### src/spp_pkg.sv
`timescale 1ns / 1ps

package spp_pkg;

    // Store geometry default
    localparam int STORE_DEPTH = 65536;

    // Sample and configuration widths
    localparam int SAMPLE_W   = 24;
    localparam int CFG_IDX_W  = 3;
    localparam int CFG_DATA_W = 24;

    // Register indexes on the configuration port
    localparam logic [CFG_IDX_W-1:0] CFG_BALANCE  = 3'd0;
    localparam logic [CFG_IDX_W-1:0] CFG_DELAY    = 3'd1;
    localparam logic [CFG_IDX_W-1:0] CFG_FEEDBACK = 3'd2;
    localparam logic [CFG_IDX_W-1:0] CFG_MIX      = 3'd3;
    localparam logic [CFG_IDX_W-1:0] CFG_GAIN     = 3'd4;

    // Register reset values
    localparam logic [16:0] Q16_ONE      = 17'd65536;
    localparam logic [16:0] BALANCE_RST  = 17'd32768;
    localparam logic [23:0] DELAY_RST    = 24'd6144000;
    localparam logic [15:0] FEEDBACK_RST = 16'd45875;
    localparam logic [16:0] MIX_RST      = 17'd65536;
    localparam logic [15:0] GAIN_RST     = 16'd4096;

    // Input and result items
    typedef struct packed {
        logic signed [SAMPLE_W-1:0] in_left;
        logic signed [SAMPLE_W-1:0] in_right;
    } t_in;

    typedef struct packed {
        logic signed [SAMPLE_W-1:0] out_left;
        logic signed [SAMPLE_W-1:0] out_right;
    } t_out;

    // Per-step strobes from the sequencer to both lanes
    typedef struct packed {
        logic wp;     // weight the input
        logic win;    // round weighted input
        logic lat_a;  // capture first neighbor
        logic ip;     // interpolation product
        logic dly;    // delayed sample
        logic mp;     // mix and feedback products
        logic res;    // mixed result and store data
        logic gp;     // output gain product
        logic pass;   // read position meets write position
        logic va;     // first neighbor holds written data
        logic vb;     // second neighbor holds written data
        logic we;     // store write
    } t_lane_ctl;

    // Number of conditional subtract steps to reduce a 24-bit delay modulo span
    function automatic int red_steps(input longint span);
        int n;
        n = 0;
        for (int k = 0; k < 25; k++) begin
            if ((span << k) <= 64'hFF_FFFF) begin
                n++;
            end
        end
        return n;
    endfunction

    // Saturate to a 24-bit signed sample
    function automatic logic signed [SAMPLE_W-1:0] sat24(input logic signed [31:0] x);
        if (x > 32'sd8388607) begin
            return 24'h7F_FFFF;
        end else if (x < -32'sd8388608) begin
            return 24'h80_0000;
        end
        return x[SAMPLE_W-1:0];
    endfunction

endpackage

### src/spp_dly_red.sv
`timescale 1ns / 1ps

module spp_dly_red #(
    parameter int DEPTH = spp_pkg::STORE_DEPTH,
    localparam int AW = $clog2(DEPTH),
    localparam int SW = AW + 8
) (
    input  logic                              i_clk,
    input  logic                              i_rst_n,
    input  logic                              i_load,
    input  logic [spp_pkg::CFG_DATA_W-1:0]    i_value,
    output logic                              o_busy,
    output logic [SW-1:0]                     o_dmod
);

    localparam longint SPAN  = longint'(DEPTH) * 256;
    localparam int     NSTEP = spp_pkg::red_steps(SPAN);
    localparam int     CW    = (NSTEP > 0) ? $clog2(NSTEP + 1) : 1;
    localparam longint DIV0  = (SPAN << NSTEP) >> 1;

    logic [23:0]   r_x;
    logic [23:0]   r_div;
    logic [CW-1:0] r_cnt;

    // Restoring reduction: one conditional subtract of span<<k per cycle
    always_ff @(posedge i_clk) begin
        if (!i_rst_n) begin
            r_x   <= spp_pkg::DELAY_RST;
            r_div <= 24'(DIV0);
            r_cnt <= CW'(NSTEP);
        end else if (i_load) begin
            r_x   <= i_value;
            r_div <= 24'(DIV0);
            r_cnt <= CW'(NSTEP);
        end else if (r_cnt != '0) begin
            if (r_x >= r_div) begin
                r_x <= r_x - r_div;
            end
            r_div <= r_div >> 1;
            r_cnt <= r_cnt - 1'b1;
        end
    end

    assign o_busy = (r_cnt != '0);
    assign o_dmod = SW'(r_x);

endmodule

### config.mk
export PLATFORM = sky130hd
export DESIGN_NAME = spp_dly_red
export DESIGN_NICKNAME = d
export VERILOG_FILES = /design/src/spp_pkg.sv /design/src/spp_dly_red.sv
export SDC_FILE = /design/constraint.sdc
export NUM_CORES = 1
export LEC_CHECK = 0
export BUFFER_PORTS_ARGS = -buffer_cell sky130_fd_sc_hd__buf_4
export CORE_UTILIZATION = 49
export CTS_BUF_LIST = sky130_fd_sc_hd__clkbuf_8
export CTS_CLUSTER_SIZE = 16
export DETAILED_ROUTE_END_ITERATION = 6
export PLACE_DENSITY = 0.75
export SLEW_MARGIN = 20
export SYNTH_ARGS = -nofsm -noshare
export SYNTH_HDL_FRONTEND = slang
export SYNTH_SLANG_ARGS = --single-unit
### constraint.sdc
create_clock -name i_clk -period 6.3 [get_ports i_clk]
set_clock_uncertainty 0.2 [all_clocks]
set_input_delay 0.945 -clock i_clk [delete_from_list [all_inputs] [get_ports i_clk]]
set_output_delay 0.945 -clock i_clk [all_outputs]
set_load 0.05 [all_outputs]
## Word-level counts from Yosys, hierarchy flattened

Cells that the tools add are included.
Widths: inputs -> output; s select.

- $lt $le $gt $ge: 1
- Add/sub/neg operators: 2
- Reductions and logical operators: 5
- Mux-type cells: 3
- Bitwise logic cells: 2

Operators with widths:

| kind | number |
|---|---|
| $mux 24 | 3 |
| $ge 24x24->1 | 1 |
| $sub 24x24->24 | 1 |
| $reduce_bool 2->1 | 2 |
| $reduce_or 3->1 | 1 |
| $not 1->1 | 2 |
| $reduce_and 2->1 | 1 |
| $reduce_or 2->1 | 1 |
| $sub 1x1->1 const B | 1 |

- Output and inout port bits: 25
- Bits in registers: 49
- Logic and storage cells: 16

## Depth between registers and ports, before layout

Gate-level depths: netlist (run 1).

- Depth in word-level cells: 4
- Mapped depth: 13

## Least setup slack after synthesis (run 1)

OpenSTA, ideal clock, no wires.

- Kind: register to register
- From: register r_x[0] (netlist: o_dmod[0])
- To: register r_x[16] (netlist: o_dmod[16])
- Library setup time: 122 ps
- Arrival: 2,558 ps
- Period minus slack after synthesis: 2,880 ps
- Path slack: 3,420 ps
- Stages on the path, launching flop included: 13
- Data required time: 5,978 ps
- Cells stage by stage: dfxtp_1 inv_1 ha_1 inv_1 fa_1 a211oi_2 o21bai_1 a21oi_1 o22ai_1 a21o_1 buf_6 or4_1 o311a_1

- Longest elaborated chain between the ends: 4
- Elaborated cells between the ends (all ways): 7
- Those cells by class: 1 x add/sub; 1 x order compare; 3 x mux; 2 x reduce/logical

RTL lines:

| item | line | text |
|---|---|---|
| start, declared | spp_dly_red.sv:21 | `logic [23:0] r_x;` |
| start signal, assigned | spp_dly_red.sv:28 | `r_x <= spp_pkg::DELAY_RST;` |
| start signal, assigned | spp_dly_red.sv:32 | `r_x <= i_value;` |
| start signal, assigned | spp_dly_red.sv:37 | `r_x <= r_x - r_div;` |
| $sub 24x24->24 | spp_dly_red.sv:37 |  |
| $mux 24 | spp_dly_red.sv:36 | `if (r_x >= r_div) begin` |
| $mux 24 | spp_dly_red.sv:35 | `end else if (r_cnt != '0) begin` |
| $mux 24 | spp_dly_red.sv:31 | `end else if (i_load) begin` |

Several ways; a longest one is shown, not always the timed one. The select of a mux whose other input is x is not followed.
A chain may end at the register's enable or synchronous reset.

## Worst setup path in the final report (run 1)

Ends and elaborated chain as after synthesis.

==> results of run 1 <==
critical path, delay by kind of cell, from the launching register on:
family | cells | cell delay, ns
AO/OA/AOI/OAI | 6 | 1.27
adder cells (fa/ha/maj) | 2 | 0.59
buffers and inverters | 2 | 0.12
flip-flops | 1 | 0.33
AND/OR/NAND/NOR | 1 | 0.52
power by group through the flow:
| stage | sequential (W) | clock [W] | combinational (W) |
|---|---|---|---|
| floorplan | 0.000385 | 0 | 0.000184 |
| global placement | 0.000344 | 0 | 0.000295 |
| detailed placement | 0.000343 | 0 | 0.000299 |
| CTS | 0.000336 | 0.000193 | 0.000301 |
| global route | 0.000338 | 0.000205 | 0.000331 |
| finish | 0.000336 | 0.000188 | 0.000303 |
registers in the layout, summed over array words and instances (netlist names):
signal / count
o_busy: 1
r_div: 24
o_dmod: 24
metal layers:
layer | track usage | up-vias | wire length, µm
li1 | - | 1635 | -
met1 | 0.328 | 1496 | 4120
met2 | 0.402 | 74 | 4040
met3 | 0.0505 | 14 | 378
met4 | 0.0727 | 0 | 184
met5 | 0 | - | 0
cells in the final DEF, fill, tap and decap left out, types with 5 or more instances in the layout:
master,netlist,final
sky130_fd_sc_hd__a211oi_1,8,8
sky130_fd_sc_hd__a21o_1,11,11
sky130_fd_sc_hd__a21oi_1,32,32
sky130_fd_sc_hd__a31oi_1,5,5
sky130_fd_sc_hd__and3_1,5,5
sky130_fd_sc_hd__buf_4,2,54
sky130_fd_sc_hd__clkbuf_8,0,5
sky130_fd_sc_hd__dfxtp_1,49,49
sky130_fd_sc_hd__ha_1,24,24
sky130_fd_sc_hd__inv_1,32,33
sky130_fd_sc_hd__mux2i_1,29,29
sky130_fd_sc_hd__nand2_1,26,25
sky130_fd_sc_hd__nand2b_1,5,5
sky130_fd_sc_hd__nand3_1,12,12
sky130_fd_sc_hd__nand4_1,13,13
sky130_fd_sc_hd__nor2_1,46,46
sky130_fd_sc_hd__o21ai_0,21,21
sky130_fd_sc_hd__o31ai_1,5,5
sky130_fd_sc_hd__xnor2_1,9,9
sky130_fd_sc_hd__xor2_1,5,5
worst max path at each step:
| stage | endpoint | slack [ns] |
|---|---|---|
| floorplan | o_dmod[16]$_SDFFE_PN1P_ | 3.42 |
| global placement | o_dmod[19]$_SDFFE_PN1P_ | 3.24 |
| detailed placement | o_dmod[16]$_SDFFE_PN1P_ | 3.19 |
| CTS | o_dmod[16]$_SDFFE_PN1P_ | 3.17 |
| global route | o_dmod[22]$_SDFFE_PN1P_ | 2.93 |
| finish | o_dmod[16]$_SDFFE_PN1P_ | 3.16 |
through the flow:
stage               utilization  instances  total power [W]  instance area (µm²)
floorplan                     -        430         0.000570                 3470
global placement          0.568        555         0.000639                 3880
detailed placement        0.568        555         0.000642                 3880
CTS                       0.580        563         0.000830                 3960
global route              0.580        563         0.000875                 3960
finish                    0.580        563         0.000828                 3960
kinds of logic after synthesis:
group                      after synthesis
DFF                                     49
muxes                                   31
adders and majority gates               25
and+or+nand+nor                        126
buffers and inverters                   57
other                                    1
AOI/OAI and AO/OA                      127
xor gates and xnor gates                14
cell type report:
class,instances,share of cell area
Timing Repair Buffer,54,0.102
Inverter,32,0.0303
Sequential cell,49,0.248
Multi-Input combinational cell,324,0.569
Tap cell,96,0.0303
Clock buffer,5,0.0174
Clock inverter,3,0.00347
==> results.sh, run 1 <==
export IMPL_run_status="completed"
export IMPL_switching_share=0.380
export IMPL_worst_r2r_cell_count=11
export IMPL_post_cts_hold_buffer_count=0
export IMPL_kind_of_critical_path="reg -> reg"
export IMPL_multiInputGateArea_um2=2250
export IMPL_synth_xor_xnor_area_share=0.0353
export IMPL_insertion_delay_ns=0.31
export IMPL_critical_path_source_type="flop"
export IMPL_sequential_share_of_power=0.407
export IMPL_setup_tns_ns=0
export IMPL_wl_per_cell_um=15.5
export IMPL_hold_path_depth=2
export IMPL_post_cts_repair_setup_buffers=0
export IMPL_first_global_vias=3079
export IMPL_starting_density=0.509
export IMPL_crit_top_cell="sky130_fd_sc_hd__inv_1"
export IMPL_final_nets=518
export IMPL_die_width_um=86.2
export IMPL_combPwrFrac=0.367
export IMPL_initial_antenna_violation_count=0
export IMPL_ys_top_cells_by_count="49 x sky130_fd_sc_hd__dfxtp_1, 46 x sky130_fd_sc_hd__nor2_1, 32 x sky130_fd_sc_hd__a21oi_1, 32 x sky130_fd_sc_hd__inv_1, 29 x sky130_fd_sc_hd__mux2i_1"
export IMPL_final_setup_viol_count=0
export IMPL_ir_worst_vdd_uv=152
export IMPL_number_of_iterations_in_the_first_detailed_routing_pass=4
export IMPL_critical_path_reg2reg_endpoint="o_dmod[16]$_SDFFE_PN1P_"
export IMPL_dp_final_hpwl_um=6390
export IMPL_total_wirelength_um=8730
export IMPL_synth_simple_area_share=0.172
export IMPL_clock_tree_root_cell="sky130_fd_sc_hd__clkbuf_8"
export IMPL_yosys_area_share_adder=0.0922
export IMPL_weighted_congestion_at_the_end_of_routability_driven_global_placement=0.879
export IMPL_synth_net_count=482
export IMPL_die_height_um=86.2
export IMPL_rows=30
export IMPL_core_area_um2=6830
export IMPL_synth_top_family_by_area="compound AO/OA/AOI/OAI gates"
export IMPL_synth_edff_count=0
export IMPL_cp_slowest_stage_delay_ns=0.52
export IMPL_overflow=0
export IMPL_worst_ep_required_time_ns=6.29
export IMPL_ranking_of_synthesized_cells_by_area="sky130_fd_sc_hd__dfxtp_1 28%, sky130_fd_sc_hd__ha_1 8.6%, sky130_fd_sc_hd__mux2i_1 8.4%, sky130_fd_sc_hd__nor2_1 5.0%, sky130_fd_sc_hd__a21oi_1 4.6%"
export IMPL_finalWorstSetupSlack_ns=3.16
export IMPL_slowest_cell_on_the_critical_path="sky130_fd_sc_hd__or4_1"
export IMPL_holdCritStartpoint="r_div[23]$_SDFFE_PP1P_"
export IMPL_synth_most_common_cell="sky130_fd_sc_hd__dfxtp_1"
export IMPL_mapped_cells=430
export IMPL_timing_fmax_mhz=318
export IMPL_post_place_ws_ns=3.19
export IMPL_post_drt_via_cell_ratio=5.72
export IMPL_yosysUniqueCellTypes=63
export IMPL_cp_end_kind="flop"
export IMPL_leakagePower_nw=1.60
export IMPL_antenna_cells=0
export IMPL_synth_main_ff_cell="sky130_fd_sc_hd__dfxtp_1"
export IMPL_htreeDepth=2
export IMPL_timing_worst_slew_pin_value_ns=0.801
export IMPL_drive_above_1_share=0.169
export IMPL_dr_first_iter_drc_count=228
export IMPL_power_net_switching_w=0.000314
export IMPL_routed_via_count=3219
export IMPL_clk_network_pwr_share=0.227
export IMPL_synth_area_leader_cell="sky130_fd_sc_hd__dfxtp_1"
export IMPL_sequential_cell_area_um2=981
export IMPL_maxSlewHeadroom=0.466
export IMPL_ys_warn_count=0
export IMPL_hold_ep="r_div[23]$_SDFFE_PP1P_"
export IMPL_cts_tree="yes"
export IMPL_synthDominantCellAreaShare=0.282
export IMPL_synth_area_mux_share=0.0900
export IMPL_rr_startpoint="o_dmod[0]$_SDFFE_PN0P_"
export IMPL_cts_resized_gates=0
export IMPL_cell_chain_of_the_critical_path="inv_1 > ha_1 > inv_1 > fa_1 > a211oi_2 > o21bai_1 > a21oi_1 > o22ai_1 > a21o_1 > or4_1 > o311a_1"
export IMPL_synth_async_sr_flop_share=0
export IMPL_max_cap_violations=0
export IMPL_grt_max_degree=33
export IMPL_pwr_density_nw_per_um2=209
export IMPL_hold_viol=0
export IMPL_clk_buf_depth=2
export IMPL_cts_reportedPaths_clkPinSlew_ns=0.10
export IMPL_rsz_0062_raised_after_global_routing="false"
export IMPL_drc_errors=0
export IMPL_top_level_ports=52
export IMPL_post_route_hold_slack_ns=0.295
export IMPL_number_of_i_o_port_buffers=51
export IMPL_min_period_ns=3.14
export IMPL_cp_arrival_ns=3.14
export IMPL_rrSetupSlack_ns=3.16
export IMPL_nFillCells=677
export IMPL_synth_seq_area_share=0.282
export IMPL_critical_path_max_fanout=18
export IMPL_cts_sink_count=49
export IMPL_synth_cell_area_um2=3470
export IMPL_internal_power_w=0.000513
export IMPL_mean_syn_cell_area_um2=8.08
export IMPL_fp_dieArea_um2=7430
export IMPL_grt_usage=0.246
export IMPL_final_antenna_net_count=0
export IMPL_synth_compound_gate_area_share=0.257
export IMPL_worstHoldPathType="reg -> reg"
export IMPL_grt_pass1_wl_um=14400
export IMPL_synth_seq_cells=49
export IMPL_fin_crit_sh=0.499
export IMPL_areaGrowthSynthToFinish_pct=14.0
export IMPL_final_max_slew_viol_count=0
export IMPL_cts_inserted_buffers=5
export IMPL_setup_worst_path_start="o_dmod[0]$_SDFFE_PN0P_"
(Power assumes the default switching activity.)
==> inputs of run 2 (changes only) <==
- clock period: 6.3 -> 3.06 ns (I/O delays scaled with it)
==> results.sh, run 2 (same netlist as run 1, synthesis figures left out) <==
export IMPL_worst_r2r_cell_count=11
export IMPL_die_width_um=86.2
export IMPL_leakagePower_nw=1.65
export IMPL_instance_count_after_placement_with_tap_cells_included=563
export IMPL_rsz_0062_raised_after_global_routing="false"
export IMPL_maxSlewHeadroom=0.642
export IMPL_fp_dieArea_um2=7430
export IMPL_cp_arrival_ns=2.80
export IMPL_grt_usage=0.238
export IMPL_antenna_cells=0
export IMPL_hold_path_depth=3
export IMPL_insertion_delay_ns=0.31
export IMPL_areaGrowthSynthToFinish_pct=15.6
export IMPL_fin_crit_sh=0.914
export IMPL_wl_per_cell_um=15.5
export IMPL_min_period_ns=2.80
export IMPL_number_of_i_o_port_buffers=51
export IMPL_clk_buf_depth=2
export IMPL_rows=30
export IMPL_final_antenna_net_count=0
export IMPL_cts_reportedPaths_clkPinSlew_ns=0.09
export IMPL_final_cells=571
export IMPL_final_nets=526
export IMPL_layout_cell_area_non_filler_um2=4020
export IMPL_overflow=0
export IMPL_htreeDepth=2
export IMPL_nFillCells=660
export IMPL_worstHoldPathType="in -> reg"
export IMPL_dp_final_hpwl_um=6550
export IMPL_ir_worst_vdd_uv=354
export IMPL_cts_tree="yes"
export IMPL_final_max_slew_viol_count=0
export IMPL_cts_sink_count=49
export IMPL_number_of_iterations_in_the_first_detailed_routing_pass=5
export IMPL_final_setup_viol_count=0
export IMPL_cp_end_kind="flop"
export IMPL_post_cts_repair_setup_buffers=0
export IMPL_grt_pass1_wl_um=14100
export IMPL_grt_max_degree=33
export IMPL_post_route_hold_slack_ns=0.180
export IMPL_max_cap_violations=0
export IMPL_weighted_congestion_at_the_end_of_routability_driven_global_placement=0.959
export IMPL_drive_above_1_share=0.177
export IMPL_hold_ep="o_dmod[21]$_SDFFE_PN0P_"
export IMPL_timing_worst_slew_pin_value_ns=0.536
export IMPL_pwr_density_nw_per_um2=425
export IMPL_dr_first_iter_drc_count=188
export IMPL_kind_of_critical_path="reg -> reg"
export IMPL_rrSetupSlack_ns=0.26
export IMPL_top_level_ports=52
export IMPL_initial_antenna_violation_count=0
export IMPL_critical_path_max_fanout=9
export IMPL_placedInstanceArea_um2=3940
export IMPL_critical_path_reg2reg_endpoint="o_dmod[16]$_SDFFE_PN1P_"
export IMPL_timing_fmax_mhz=358
export IMPL_cts_inserted_buffers=5
export IMPL_routed_via_count=3353
export IMPL_final_cell_mix="62 x sky130_fd_sc_hd__buf_4, 49 x sky130_fd_sc_hd__dfxtp_1, 46 x sky130_fd_sc_hd__nor2_1"
export IMPL_first_global_vias=2998
export IMPL_run_status="completed"
export IMPL_drc_errors=0
export IMPL_critical_path_source_type="flop"
export IMPL_core_area_um2=6830
export IMPL_cts_resized_gates=0
export IMPL_clock_tree_root_cell="sky130_fd_sc_hd__clkbuf_8"
export IMPL_layout_cells_most_common="sky130_fd_sc_hd__buf_4"
export IMPL_worst_ep_required_time_ns=3.06
export IMPL_total_power_w=0.00171
export IMPL_hold_viol=0
export IMPL_setup_tns_ns=0
export IMPL_starting_density=0.509
export IMPL_post_drt_via_cell_ratio=5.87
export IMPL_holdCritStartpoint="i_value[21]"
export IMPL_post_cts_hold_buffer_count=0
export IMPL_multiInputGateArea_um2=2250
export IMPL_rr_startpoint="o_dmod[0]$_SDFFE_PN0P_"
export IMPL_die_height_um=86.2
export IMPL_sequential_cell_area_um2=981
export IMPL_total_wirelength_um=8870
[run 2: changes by cell type in the layout (fill, tap and decap cells not counted), sizes merged]
cell / previous run / this run
clkinv: 2 / 0
inv: 33 / 35
buf: 54 / 62
[run 2: how the worst max path moves through the flow]
stage | from | end | slack, ns | depth (start not counted)
after floorplan | o_dmod[0]$_SDFFE_PN0P_ | o_dmod[16]$_SDFFE_PN1P_ | 0.18 | 12
after global placement | o_dmod[0]$_SDFFE_PN0P_ | o_dmod[16]$_SDFFE_PN1P_ | 0.36 | 11
after detailed placement | o_dmod[0]$_SDFFE_PN0P_ | o_dmod[16]$_SDFFE_PN1P_ | 0.27 | 11
after CTS | o_dmod[0]$_SDFFE_PN0P_ | o_dmod[16]$_SDFFE_PN1P_ | 0.26 | 11
after global routing | r_div[15]$_SDFFE_PP0P_ | o_dmod[22]$_SDFFE_PN1P_ | 0.09 | 10
final | o_dmod[0]$_SDFFE_PN0P_ | o_dmod[16]$_SDFFE_PN1P_ | 0.26 | 11
[run 2: critical path, stage by stage, from the launching register on]
cell,delay (ns)
sky130_fd_sc_hd__dfxtp_1,0.33
sky130_fd_sc_hd__inv_1,0.06
sky130_fd_sc_hd__ha_1,0.16
sky130_fd_sc_hd__inv_1,0.05
sky130_fd_sc_hd__fa_1,0.42
sky130_fd_sc_hd__a211oi_2,0.26
sky130_fd_sc_hd__o21bai_1,0.13
sky130_fd_sc_hd__a21oi_1,0.16
sky130_fd_sc_hd__o22ai_1,0.09
sky130_fd_sc_hd__a21o_1,0.27
sky130_fd_sc_hd__or4_1,0.43
sky130_fd_sc_hd__o311a_1,0.12
[run 2: power breakdown]
group          total (W)  internal [W]  switching, W
clock           0.000367      0.000153      0.000214
combinational   0.000647      0.000249      0.000398
sequential      0.000692      0.000666     0.0000257
[run 2: final cells by class]
type	count	share of cell area
Clock buffer	5	0.0171
Clock inverter	3	0.00280
Inverter	32	0.0299
Multi-Input combinational cell	324	0.560
Sequential cell	49	0.244
Tap cell	96	0.0299
Timing Repair Buffer	62	0.116
[run 2: per-stage QoR]
stage / util / setup slack (ns)
2_1_floorplan: - / 0.180
3_3_place_gp: 0.576 / 0.359
3_5_place_dp: 0.576 / 0.266
4_1_cts: 0.588 / 0.256
5_1_grt: 0.588 / 0.0932
6_report: 0.588 / 0.263
[run 2: per-layer routing]
metal | vias to the layer above | global-route usage | share of wire
li1 | 1649 | - | -
met1 | 1598 | 0.318 | 0.47
met2 | 88 | 0.391 | 0.46
met3 | 18 | 0.0352 | 0.043
met4 | 0 | 0.0864 | 0.022
met5 | - | 0 | 0
